**config.mk**
```make
export PLATFORM = sky130hd
export DESIGN_NAME = uudecode_stream_decoder_top
export DESIGN_NICKNAME = d
export VERILOG_FILES = /design/src/hdl/uud_pkg.sv /design/src/hdl/uudecode_stream_decoder_top.sv /design/src/hdl/uud_fifo.sv /design/src/hdl/uud_front.sv /design/src/hdl/uud_back.sv
export VERILOG_INCLUDE_DIRS = /design/src /design/src/hdl
export SDC_FILE = /design/constraint.sdc
export NUM_CORES = 1
export LEC_CHECK = 0
export BUFFER_PORTS_ARGS = -buffer_cell sky130_fd_sc_hd__buf_2
export CAP_MARGIN = 20
export CELL_PAD_IN_SITES_DETAIL_PLACEMENT = 1
export CELL_PAD_IN_SITES_GLOBAL_PLACEMENT = 1
export CORE_MARGIN = 8
export CORE_UTILIZATION = 57
export DETAILED_ROUTE_END_ITERATION = 8
export PLACE_DENSITY = 0.91
export SYNTH_ARGS = -nofsm -noshare
export SYNTH_HDL_FRONTEND = slang
export SYNTH_HIERARCHICAL = 1
export SYNTH_SLANG_ARGS = --single-unit
```
**constraint.sdc**
```tcl
create_clock -name clk -period 7.3 [get_ports clk]
set_clock_uncertainty 0.1 [all_clocks]
set_input_delay 0 -clock clk [delete_from_list [all_inputs] [get_ports clk]]
set_output_delay 0 -clock clk [all_outputs]
set_load 0.02 [all_outputs]
```
**src/hdl/uudecode_stream_decoder_top_assert.svh**
```systemverilog
// Assertion macros shared by the decoder modules.
// Each macro expects signals named clk and rst_n in the scope where it is used.
`ifndef UUDECODE_STREAM_DECODER_TOP_ASSERT_SVH
`define UUDECODE_STREAM_DECODER_TOP_ASSERT_SVH

// The consequent must hold in the same cycle as the antecedent.
`define UUD_ASSERT_SAME(lbl, ante, cons, msg) \
    lbl: assert property (@(posedge clk) disable iff (!rst_n) (ante) |-> (cons)) \
        else $error(msg);

// The consequent must hold in the cycle after the antecedent.
`define UUD_ASSERT_NEXT(lbl, ante, cons, msg) \
    lbl: assert property (@(posedge clk) disable iff (!rst_n) (ante) |=> (cons)) \
        else $error(msg);

`endif

```
**src/hdl/uud_pkg.sv**
```systemverilog
package uud_pkg;

    localparam int QUEUE_DEPTH = 4;

    localparam logic [5:0] MAX_LINE   = 6'd45;
    localparam logic [7:0] CH_NL      = 8'h0A;
    localparam logic [7:0] CH_SP      = 8'h20;
    localparam logic [7:0] CH_LEN_TOP = CH_SP + 8'(MAX_LINE);

    typedef enum logic [2:0] {
        PH_LEN  = 3'b001,
        PH_DATA = 3'b010,
        PH_SKIP = 3'b100
    } phase_t;

    typedef struct packed {
        logic [7:0] char_in;
        logic       end_of_message;
    } in_item_t;

    typedef struct packed {
        logic [7:0] data_byte;
        logic       last_in_run;
    } out_item_t;

    // One decoded group: up to three bytes, count is 1 to 3.
    typedef struct packed {
        logic [2:0][7:0] bytes;
        logic [1:0]      count;
    } cmd_t;

    typedef struct packed {
        logic full;
        logic empty;
    } q_stat_t;

endpackage

```
**src/hdl/uudecode_stream_decoder_top.sv**
```systemverilog
// uuencode stream decoder. One text character is taken per transfer on the char
// channel and the decoded bytes leave one per transfer on the byte channel, the
// last byte produced by a character flagged with last_in_run. The input side
// takes one character every cycle; a complete group of four characters yields up
// to three bytes, which enter the queue with the fourth character and drain at
// one byte per cycle while byte_ready is high. Between the decoding front end
// and the output side sits a queue of QUEUE_DEPTH groups, so the input stalls
// only when that queue is full, which happens only while byte_ready is held low.
module uudecode_stream_decoder_top #(
    parameter int QUEUE_DEPTH = uud_pkg::QUEUE_DEPTH
) (
    input  logic               clk,
    input  logic               rst_n,
    input  logic               char_valid,
    output logic               char_ready,
    input  uud_pkg::in_item_t  char_item,
    output logic               byte_valid,
    input  logic               byte_ready,
    output uud_pkg::out_item_t byte_item
);

    logic             take;
    logic             push;
    logic             pop;
    uud_pkg::cmd_t    push_cmd;
    uud_pkg::cmd_t    head_cmd;
    uud_pkg::q_stat_t stat;

    assign char_ready = !stat.full;
    assign take       = char_valid && char_ready;

    uud_front u_front (
        .clk      (clk),
        .rst_n    (rst_n),
        .take     (take),
        .item     (char_item),
        .push     (push),
        .push_cmd (push_cmd)
    );

    uud_fifo #(
        .DEPTH (QUEUE_DEPTH)
    ) u_fifo (
        .clk      (clk),
        .rst_n    (rst_n),
        .push     (push),
        .push_cmd (push_cmd),
        .pop      (pop),
        .head_cmd (head_cmd),
        .stat     (stat)
    );

    uud_back u_back (
        .clk        (clk),
        .rst_n      (rst_n),
        .head_cmd   (head_cmd),
        .stat       (stat),
        .pop        (pop),
        .byte_valid (byte_valid),
        .byte_ready (byte_ready),
        .byte_item  (byte_item)
    );

endmodule

```
**src/hdl/uud_fifo.sv**
```systemverilog
module uud_fifo #(
    parameter int DEPTH = uud_pkg::QUEUE_DEPTH
) (
    input  logic           clk,
    input  logic           rst_n,
    input  logic           push,
    input  uud_pkg::cmd_t  push_cmd,
    input  logic           pop,
    output uud_pkg::cmd_t  head_cmd,
    output uud_pkg::q_stat_t stat
);

    localparam int PW = (DEPTH > 1) ? $clog2(DEPTH) : 1;
    localparam int CW = $clog2(DEPTH + 1);
    localparam logic [PW-1:0] LAST_PTR = PW'(DEPTH - 1);
    localparam logic [CW-1:0] FULL_CNT = CW'(DEPTH);
    localparam logic [PW-1:0] PTR_ONE  = PW'(1);
    localparam logic [CW-1:0] CNT_ONE  = CW'(1);

    uud_pkg::cmd_t      mem_reg [DEPTH];
    logic [PW-1:0] wr_ptr_reg, wr_ptr_next;
    logic [PW-1:0] rd_ptr_reg, rd_ptr_next;
    logic [CW-1:0] count_reg, count_next;

    always_comb
    begin
        wr_ptr_next = wr_ptr_reg;
        rd_ptr_next = rd_ptr_reg;
        count_next  = count_reg;
        if (push)
        begin
            wr_ptr_next = (wr_ptr_reg == LAST_PTR) ? '0 : wr_ptr_reg + PTR_ONE;
        end
        if (pop)
        begin
            rd_ptr_next = (rd_ptr_reg == LAST_PTR) ? '0 : rd_ptr_reg + PTR_ONE;
        end
        if (push && !pop)
        begin
            count_next = count_reg + CNT_ONE;
        end
        else if (pop && !push)
        begin
            count_next = count_reg - CNT_ONE;
        end
    end

    always_ff @(posedge clk or negedge rst_n)
    begin
        if (!rst_n)
        begin
            wr_ptr_reg <= '0;
            rd_ptr_reg <= '0;
            count_reg  <= '0;
        end
        else
        begin
            wr_ptr_reg <= wr_ptr_next;
            rd_ptr_reg <= rd_ptr_next;
            count_reg  <= count_next;
        end
    end

    always_ff @(posedge clk)
    begin
        if (push)
        begin
            mem_reg[wr_ptr_reg] <= push_cmd;
        end
    end

    assign head_cmd   = mem_reg[rd_ptr_reg];
    assign stat.full  = (count_reg == FULL_CNT);
    assign stat.empty = (count_reg == '0);

`include "uudecode_stream_decoder_top_assert.svh"

    `UUD_ASSERT_SAME(a_no_push_full, push, !stat.full || pop, "push into a full queue")
    `UUD_ASSERT_SAME(a_no_pop_empty, pop, !stat.empty, "pop from an empty queue")
    `UUD_ASSERT_NEXT(a_count_pop, pop && !push, count_reg == $past(count_reg) - CNT_ONE,
        "queue count did not fall after a pop")

endmodule

```
**src/hdl/uud_front.sv**
```systemverilog
module uud_front (
    input  logic              clk,
    input  logic              rst_n,
    input  logic              take,
    input  uud_pkg::in_item_t item,
    output logic              push,
    output uud_pkg::cmd_t     push_cmd
);

    uud_pkg::phase_t phase_reg, phase_next;
    logic [5:0] line_length_reg, line_length_next;
    logic [5:0] bytes_done_reg, bytes_done_next;
    logic [1:0] group_pos_reg, group_pos_next;
    logic [2:0][5:0] group_reg;

    logic [7:0] ch;
    logic [7:0] ch_off;
    logic [5:0] v;
    logic [5:0] owed;
    logic [1:0] n;
    logic       group_full;
    logic       bad_len;

    assign ch         = item.char_in;
    assign ch_off     = ch - uud_pkg::CH_SP;
    assign v          = ch_off[5:0];
    assign owed       = line_length_reg - bytes_done_reg;
    assign n          = (owed < 6'd3) ? owed[1:0] : 2'd3;
    assign group_full = (group_pos_reg == 2'd3);
    assign bad_len    = (ch <= uud_pkg::CH_SP) || (ch > uud_pkg::CH_LEN_TOP);

    always_comb
    begin
        phase_next       = phase_reg;
        line_length_next = line_length_reg;
        bytes_done_next  = bytes_done_reg;
        group_pos_next   = group_pos_reg;
        push             = 1'b0;

        case (phase_reg)
            uud_pkg::PH_DATA:
            begin
                if (!group_full)
                begin
                    group_pos_next = group_pos_reg + 2'd1;
                end
                else
                begin
                    // The fourth character completes the group and releases its bytes.
                    push            = take && (n != 2'd0);
                    group_pos_next  = 2'd0;
                    bytes_done_next = bytes_done_reg + 6'(n);
                    if (bytes_done_next >= line_length_reg)
                    begin
                        phase_next = uud_pkg::PH_SKIP;
                    end
                end
            end
            uud_pkg::PH_SKIP:
            begin
                if (ch == uud_pkg::CH_NL)
                begin
                    phase_next = uud_pkg::PH_LEN;
                end
            end
            default:
            begin
                if (ch != uud_pkg::CH_NL)
                begin
                    bytes_done_next = '0;
                    group_pos_next  = '0;
                    if (bad_len)
                    begin
                        line_length_next = '0;
                        phase_next       = uud_pkg::PH_SKIP;
                    end
                    else
                    begin
                        line_length_next = v;
                        phase_next       = uud_pkg::PH_DATA;
                    end
                end
                else
                begin
                    phase_next = uud_pkg::PH_LEN;
                end
            end
        endcase

        if (item.end_of_message)
        begin
            phase_next       = uud_pkg::PH_LEN;
            line_length_next = '0;
            bytes_done_next  = '0;
            group_pos_next   = '0;
        end
    end

    assign push_cmd.bytes[0] = {group_reg[0], group_reg[1][5:4]};
    assign push_cmd.bytes[1] = {group_reg[1][3:0], group_reg[2][5:2]};
    assign push_cmd.bytes[2] = {group_reg[2][1:0], v};
    assign push_cmd.count    = n;

    always_ff @(posedge clk or negedge rst_n)
    begin
        if (!rst_n)
        begin
            phase_reg       <= uud_pkg::PH_LEN;
            line_length_reg <= '0;
            bytes_done_reg  <= '0;
            group_pos_reg   <= '0;
        end
        else if (take)
        begin
            phase_reg       <= phase_next;
            line_length_reg <= line_length_next;
            bytes_done_reg  <= bytes_done_next;
            group_pos_reg   <= group_pos_next;
        end
    end

    always_ff @(posedge clk)
    begin
        if (take && (phase_reg == uud_pkg::PH_DATA) && !group_full)
        begin
            group_reg[group_pos_reg] <= v;
        end
    end

`include "uudecode_stream_decoder_top_assert.svh"

    `UUD_ASSERT_SAME(a_owed_pos, phase_reg == uud_pkg::PH_DATA,
        bytes_done_reg < line_length_reg, "data phase with nothing owed")
    `UUD_ASSERT_SAME(a_len_range, 1'b1, line_length_reg <= uud_pkg::MAX_LINE,
        "line length beyond the maximum")
    `UUD_ASSERT_NEXT(a_eom_idle, take && item.end_of_message,
        phase_reg == uud_pkg::PH_LEN && group_pos_reg == 2'd0,
        "end of message did not return to idle")

endmodule

```
**src/hdl/uud_back.sv**
```systemverilog
module uud_back (
    input  logic               clk,
    input  logic               rst_n,
    input  uud_pkg::cmd_t      head_cmd,
    input  uud_pkg::q_stat_t   stat,
    output logic               pop,
    output logic               byte_valid,
    input  logic               byte_ready,
    output uud_pkg::out_item_t byte_item
);

    logic [1:0] idx_reg, idx_next;
    logic       last;

    assign byte_valid            = !stat.empty;
    assign last                  = (idx_reg == head_cmd.count - 2'd1);
    assign byte_item.data_byte   = head_cmd.bytes[idx_reg];
    assign byte_item.last_in_run = last;
    assign pop                   = byte_valid && byte_ready && last;

    always_comb
    begin
        idx_next = idx_reg;
        if (byte_valid && byte_ready)
        begin
            idx_next = last ? 2'd0 : idx_reg + 2'd1;
        end
    end

    always_ff @(posedge clk or negedge rst_n)
    begin
        if (!rst_n)
        begin
            idx_reg <= '0;
        end
        else
        begin
            idx_reg <= idx_next;
        end
    end

`include "uudecode_stream_decoder_top_assert.svh"

    `UUD_ASSERT_SAME(a_idx_range, byte_valid, idx_reg < head_cmd.count,
        "byte index beyond the group count")
    `UUD_ASSERT_SAME(a_idx_idle, !byte_valid, idx_reg == 2'd0,
        "byte index left mid-group with an empty queue")
    `UUD_ASSERT_SAME(a_pop_last, pop, byte_item.last_in_run,
        "queue popped before the last byte of a group")

endmodule

```
* Word-level counts from Yosys, hierarchy flattened
Memories as Yosys holds them, arrays and structs flattened.
Cells that the tools add are included.
** Storage, ports and cells
- Bits in registers :: 44
- RAM bits :: 104
- Bits of input ports :: 13
- Output and inout port bits :: 11
- Logic and storage cells :: 102
- Memories kept :: 1
** Memory list
- u_fifo.mem_reg :: depth 4, width 26, read ports 1, clocked after Yosys merged registers in 0, wr ports 1, line uud_fifo.sv:20 : uud_pkg::cmd_t mem_reg [DEPTH];
** Cells by class
- Add/subtract/negate cells :: 10
- Magnitude comparators :: 7
- Eq/ne operators :: 14
- Mux-type cells :: 34
- Reduce and logical (&&, ||, !) cells :: 25
** Operator list (number)
- 6-bit two-way mux :: 8
- 3-bit two-way mux :: 8
- 18-bit bitwise mux :: 1
- 8-bit binary-select mux with 2-bit select :: 1
- 2-bit two-way mux :: 7
- 6-bit demux with 2-bit select :: 1
- 6-bit case mux with 2 select lines :: 1
- 1-bit logical AND :: 9
- 3-bit by 2-bit != test with 1-bit output, second input constant :: 3
- 2-bit by 1-bit adder with 2-bit output, second input constant :: 4
- 8-bit by 4-bit == test with 1-bit output, second input constant :: 1
- 8-bit by 7-bit > comparator with 1-bit output, second input constant :: 1
- 8-bit by 6-bit <= comparator with 1-bit output, second input constant :: 1
- 8-bit two-way mux :: 1
- 8-bit by 4-bit != test with 1-bit output, second input constant :: 1
- 4-bit AND reduction :: 2
- 6-bit by 2-bit adder with 6-bit output :: 1
- 2-bit == test, second input constant :: 3
- 3-bit == test, second input constant :: 2
- 6-bit >= comparator :: 1
- 2-bit by 3-bit less-than comparator with 1-bit output, second input constant :: 2
- 6-bit by 2-bit less-than comparator with 1-bit output, second input constant :: 1
- 3-bit case mux with 2 select lines :: 1
- 3-bit AND reduction :: 2
- 18 further kinds :: 27

* Depth between registers and ports, before layout
- Word-level depth :: 11
- Depth in mapped cells :: 20
- Mapped depth without buffers :: 20

* Cells and area by module
The synthesis kept the hierarchy.
** By module, submodules not included
- uud_fifo :: times used 1, cells each 173, area an instance 4216.5 um^2, seq. area each 3298.2 um^2
- uud_front :: times used 1, cells each 216, area an instance 2130.8 um^2, seq. area each 967.2 um^2
- uud_back :: times used 1, cells each 45, area an instance 320.3 um^2, seq. area each 50.0 um^2
- uudecode_stream_decoder_top :: times used 1, cells each 2, area an instance 10.0 um^2, seq. area each 0.0 um^2

* Least setup slack after synthesis
No wires, ideal clock.
- Kind :: reg-to-reg
- Start point :: register u_front.line_length_reg[0]
- End point :: register u_front.phase_reg[2]
- Setup time :: 0.124 ns
- Data arrival time :: 3.928 ns
- Data required time :: 7.076 ns
- Setup slack :: 3.149 ns
- Stages on the path, launching flop included :: 20
- Path buffers :: 0
- Period minus slack after synthesis :: 4.151 ns
- Path through :: dfrtp_1 -> inv_1 -> ha_1 -> fa_1 -> nand3b_1 -> nand2_1 -> xor2_1 -> a2111oi_4 -> nand2_1 -> ha_1 -> nand3_1 -> a21oi_2 -> nor2_1 -> xnor2_1 -> ha_1 -> nand2_1 -> o21ai_0 -> a21oi_1 -> a221o_1 -> a211o_1
** RTL lines
- start, declared :: line uud_front.sv:11 : logic [5:0] line_length_reg, line_length_next;
- start signal, assigned :: line uud_front.sv:116 : line_length_reg <= line_length_next;
- end signal, assigned :: line uud_front.sv:108 : phase_reg <= uud_pkg::PH_LEN;
- end signal, assigned :: line uud_front.sv:115 : phase_reg <= phase_next;
- end, declared :: line uud_front.sv:10 : uud_pkg::phase_t phase_reg, phase_next;

==> results.sh <==
export IMPL_rsz0062_at_grt="false"
export IMPL_min_period_ps=4970
export IMPL_post_route_period_util_pct=68.1
export IMPL_core_rowCount=39
export IMPL_placed_area_um2=6870
export IMPL_path_clk_slew_ps=60
export IMPL_ys_seq_area_share_pct=64.6
export IMPL_synth_top_area_share_pct=54.9
export IMPL_largest_reg_flops=104
export IMPL_worst_pin_slew_ps=836
export IMPL_synth_top_area_cell="edfxtp_1"
export IMPL_numPortBuffers=23
export IMPL_fin_tns_setup_ps=0
export IMPL_grt_max_degree=29
export IMPL_synthTopCellsByArea="edfxtp_1, dfrtp_1, mux4_2"
export IMPL_die_y_um=124
export IMPL_grtUsageTotal_pct=21.3
export IMPL_synth_warnings=6
export IMPL_finalWirelength_um=15800
export IMPL_cts_tree="done"
export IMPL_cts_buffers=17
export IMPL_slew_headroom_pct=44.2
export IMPL_synth_seq_cells=148
export IMPL_cts_sinks=148
export IMPL_die_x_um=124
export IMPL_worstPathMaxFanout=7
export IMPL_synth_flop_cell="edfxtp_1"
export IMPL_viasPerCell=6.19
export IMPL_cts_buffer_depth=2
export IMPL_syn_inst=436
export IMPL_required_ps=7500
export IMPL_r2r_start="u_front/line_length_reg[0]"
export IMPL_core_um2=11400
export IMPL_critPathKind="flip-flop to flip-flop"
export IMPL_worstReg2RegEnd="u_front/phase_reg[2]"
export IMPL_overflow=0
export IMPL_final_hold_violation_count=0
export IMPL_synth_compound_area_share_pct=6.41
export IMPL_vias=3914
export IMPL_drt_iter0_markers=283
export IMPL_stdcell_area_um2=7590
export IMPL_postRouteAntennaNets=0
export IMPL_muxShareOfSynthArea_pct=11.2
export IMPL_ir_drop_v=0.000257
export IMPL_first_global_vias=4299
export IMPL_critPathMaxStageDelay_ps=550
export IMPL_ff2ff_path_depth=19
export IMPL_antenna_found_initial=0
export IMPL_synth_edf_count=122
export IMPL_stdcell_count=632
export IMPL_power_frac_comb_pct=26.0
export IMPL_synthAdderAreaFrac_pct=5.02
export IMPL_clk_latency_ps=420
export IMPL_synth_xor_area_share_pct=1.69
export IMPL_synth_commonest_cells="edfxtp_1, nand2_1, dfrtp_1, inv_1, ha_1"
export IMPL_drive_above_1_share_pct=18.4
export IMPL_slew_violations=0
export IMPL_synth_simple_gate_area_share_pct=7.36
export IMPL_firstDrtPassIters=5
export IMPL_gp_congestion=0.848
export IMPL_setup_viol=0
export IMPL_start_util_pct=58.5
export IMPL_switching_share_pct=31.0
export IMPL_synth_top_family_by_area="multiplexers"
export IMPL_p_switching_mw=0.801
export IMPL_drv_cap=0
export IMPL_post_place_cells=588
export IMPL_grt_pass1_wl_um=25000
export IMPL_ff2ff_setup_slack_ps=2330
export IMPL_synth_area_per_cell_um2=15.3
export IMPL_cp_slowest_cell="a2111oi_4"
export IMPL_diodes=0
export IMPL_critPathTopFamily="compound AO/OA/AOI/OAI gates"
export IMPL_p_leak_nw=2.76
export IMPL_ys_types=55
export IMPL_synth_most_common_cell="edfxtp_1"
export IMPL_cts_resized=0
export IMPL_netlist_area_um2=6680
export IMPL_fin_nets=514
export IMPL_outcome="complete, no violations"
export IMPL_drc=0
export IMPL_postCtsHoldBufs=11
export IMPL_route_detailed_wl_per_inst_um=25.0
export IMPL_power_frac_clock_pct=34.5
export IMPL_min_delay_path_class="input port to async pin"
export IMPL_p_int_mw=1.79
export IMPL_syn_to_final_growth_pct=13.7
export IMPL_die_area_um2=15400
export IMPL_clock_fmax_ghz=0.201
export IMPL_synthesis_nets=474
export IMPL_cp_end_kind="flip-flop"
export IMPL_cp_start_kind="flip-flop"
export IMPL_path_cells="inv_1 > ha_1 > fa_1 > nand3b_1 > nand2_1 > xor2_1 > a2111oi_4 > nand2_1 > ha_1 > nand3_1 > a21oi_2 > nor2_1 > xnor2_1 > ha_1 > nand2_1 > o21ai_0 > a21oi_1 > a221o_1 > a211o_1"
export IMPL_cts_root_buf="clkbuf_16"
export IMPL_path_buf_inv=1
export IMPL_cellPowerDensity_nw_per_um2=341
export IMPL_async_flop_share_pct=17.6
export IMPL_post_cts_setup_buffers=0
export IMPL_n_fill_cell=1014
export IMPL_startpoint="u_front/line_length_reg[0]"
export IMPL_seqPwrFrac_pct=39.5
export IMPL_post_dp_hpwl_um=9930
export IMPL_io_pins=24
export IMPL_cts_htree_levels=4
export IMPL_critPathArrivalTime_ps=5170
-- cell type report --
| type | count | area, µm² | share of cell area, % |
|---|---|---|---|
| Clock inverter | 15 | 179 | 2.36 |
| Inverter | 25 | 93.8 | 1.24 |
| Clock buffer | 17 | 425 | 5.60 |
| Sequential cell | 148 | 4320 | 56.8 |
| Timing Repair Buffer | 42 | 283 | 3.72 |
| Tap cell | 143 | 179 | 2.36 |
| Multi-Input combinational cell | 242 | 2120 | 27.9 |
-- power by group through the flow --
stage	Sequential [mW]	Clock (mW)	Combinational (mW)
final	1.02	0.893	0.672
after detailed placement	1.04	0	0.655
after floorplan	0.988	0	0.547
after global routing	1.03	0.935	0.728
after CTS	1.02	0.905	0.673
after global placement	1.04	0	0.608
-- layout by cell type, fill, tap and decap left out, types with 8 or more instances in the layout --
master,instances
and2_1,9
clkbuf_16,17
o21ai_1,10
dlygate4sd3_1,11
a21oi_1,8
buf_2,23
nand3_1,9
inv_1,25
edfxtp_1,122
nor3_1,9
mux2i_1,10
mux4_1,8
dfrtp_1,25
mux4_2,18
nand2_1,34
ha_1,22
o21ai_0,18
nor2_1,20
-- how the worst max path moves through the flow --
| stage | to | cells after the start |
|---|---|---|
| after global routing | u_front/phase_reg[2] | 19 |
| after CTS | u_front/phase_reg[2] | 19 |
| final | u_front/phase_reg[2] | 19 |
| after floorplan | u_front/phase_reg[2] | 19 |
| after detailed placement | u_front/phase_reg[2] | 19 |
| after global placement | u_front/phase_reg[2] | 19 |
-- per-layer routing --
metal	vias up	share of wire (%)	global-route usage [%]
li1	1739	-	-
met1	2020	40	24.8
met2	121	53	36.7
met3	34	4.6	4.94
met4	0	2.6	9.36
met5	-	0	0
-- worst register-to-register path, delay by kind of cell (launching register included) --
kind / cells / cell delay (ps)
AO/OA/AOI/OAI: 6 / 1830
XOR/XNOR: 2 / 250
adder cells (fa/ha/maj): 4 / 1330
buffers and inverters: 1 / 90
flip-flops: 1 / 420
AND/OR/NAND/NOR: 6 / 830
-- through the flow --
stage | setup slack [ps] | power [mW] | hold WS, ps | utilization (%)
final | 2330 | 2.59 | 39.3 | 66.5
after global routing | 2050 | 2.69 | 80.2 | 66.5
after CTS | 2400 | 2.60 | 32.6 | 66.4
after detailed placement | 2500 | 1.70 | -36.1 | 60.2
after global placement | 2820 | 1.64 | -46.9 | 60.2
after floorplan | 3150 | 1.53 | -396 | -
-- cells by family after synthesis --
family | Yosys count
flip-flops | 148
AND/OR/NAND/NOR | 101
AO/OA/AOI/OAI | 65
buffers and inverters | 46
multiplexers | 39
adder cells (fa/ha/maj) | 25
XOR/XNOR | 12
Power figures use the tool's default switching activity.
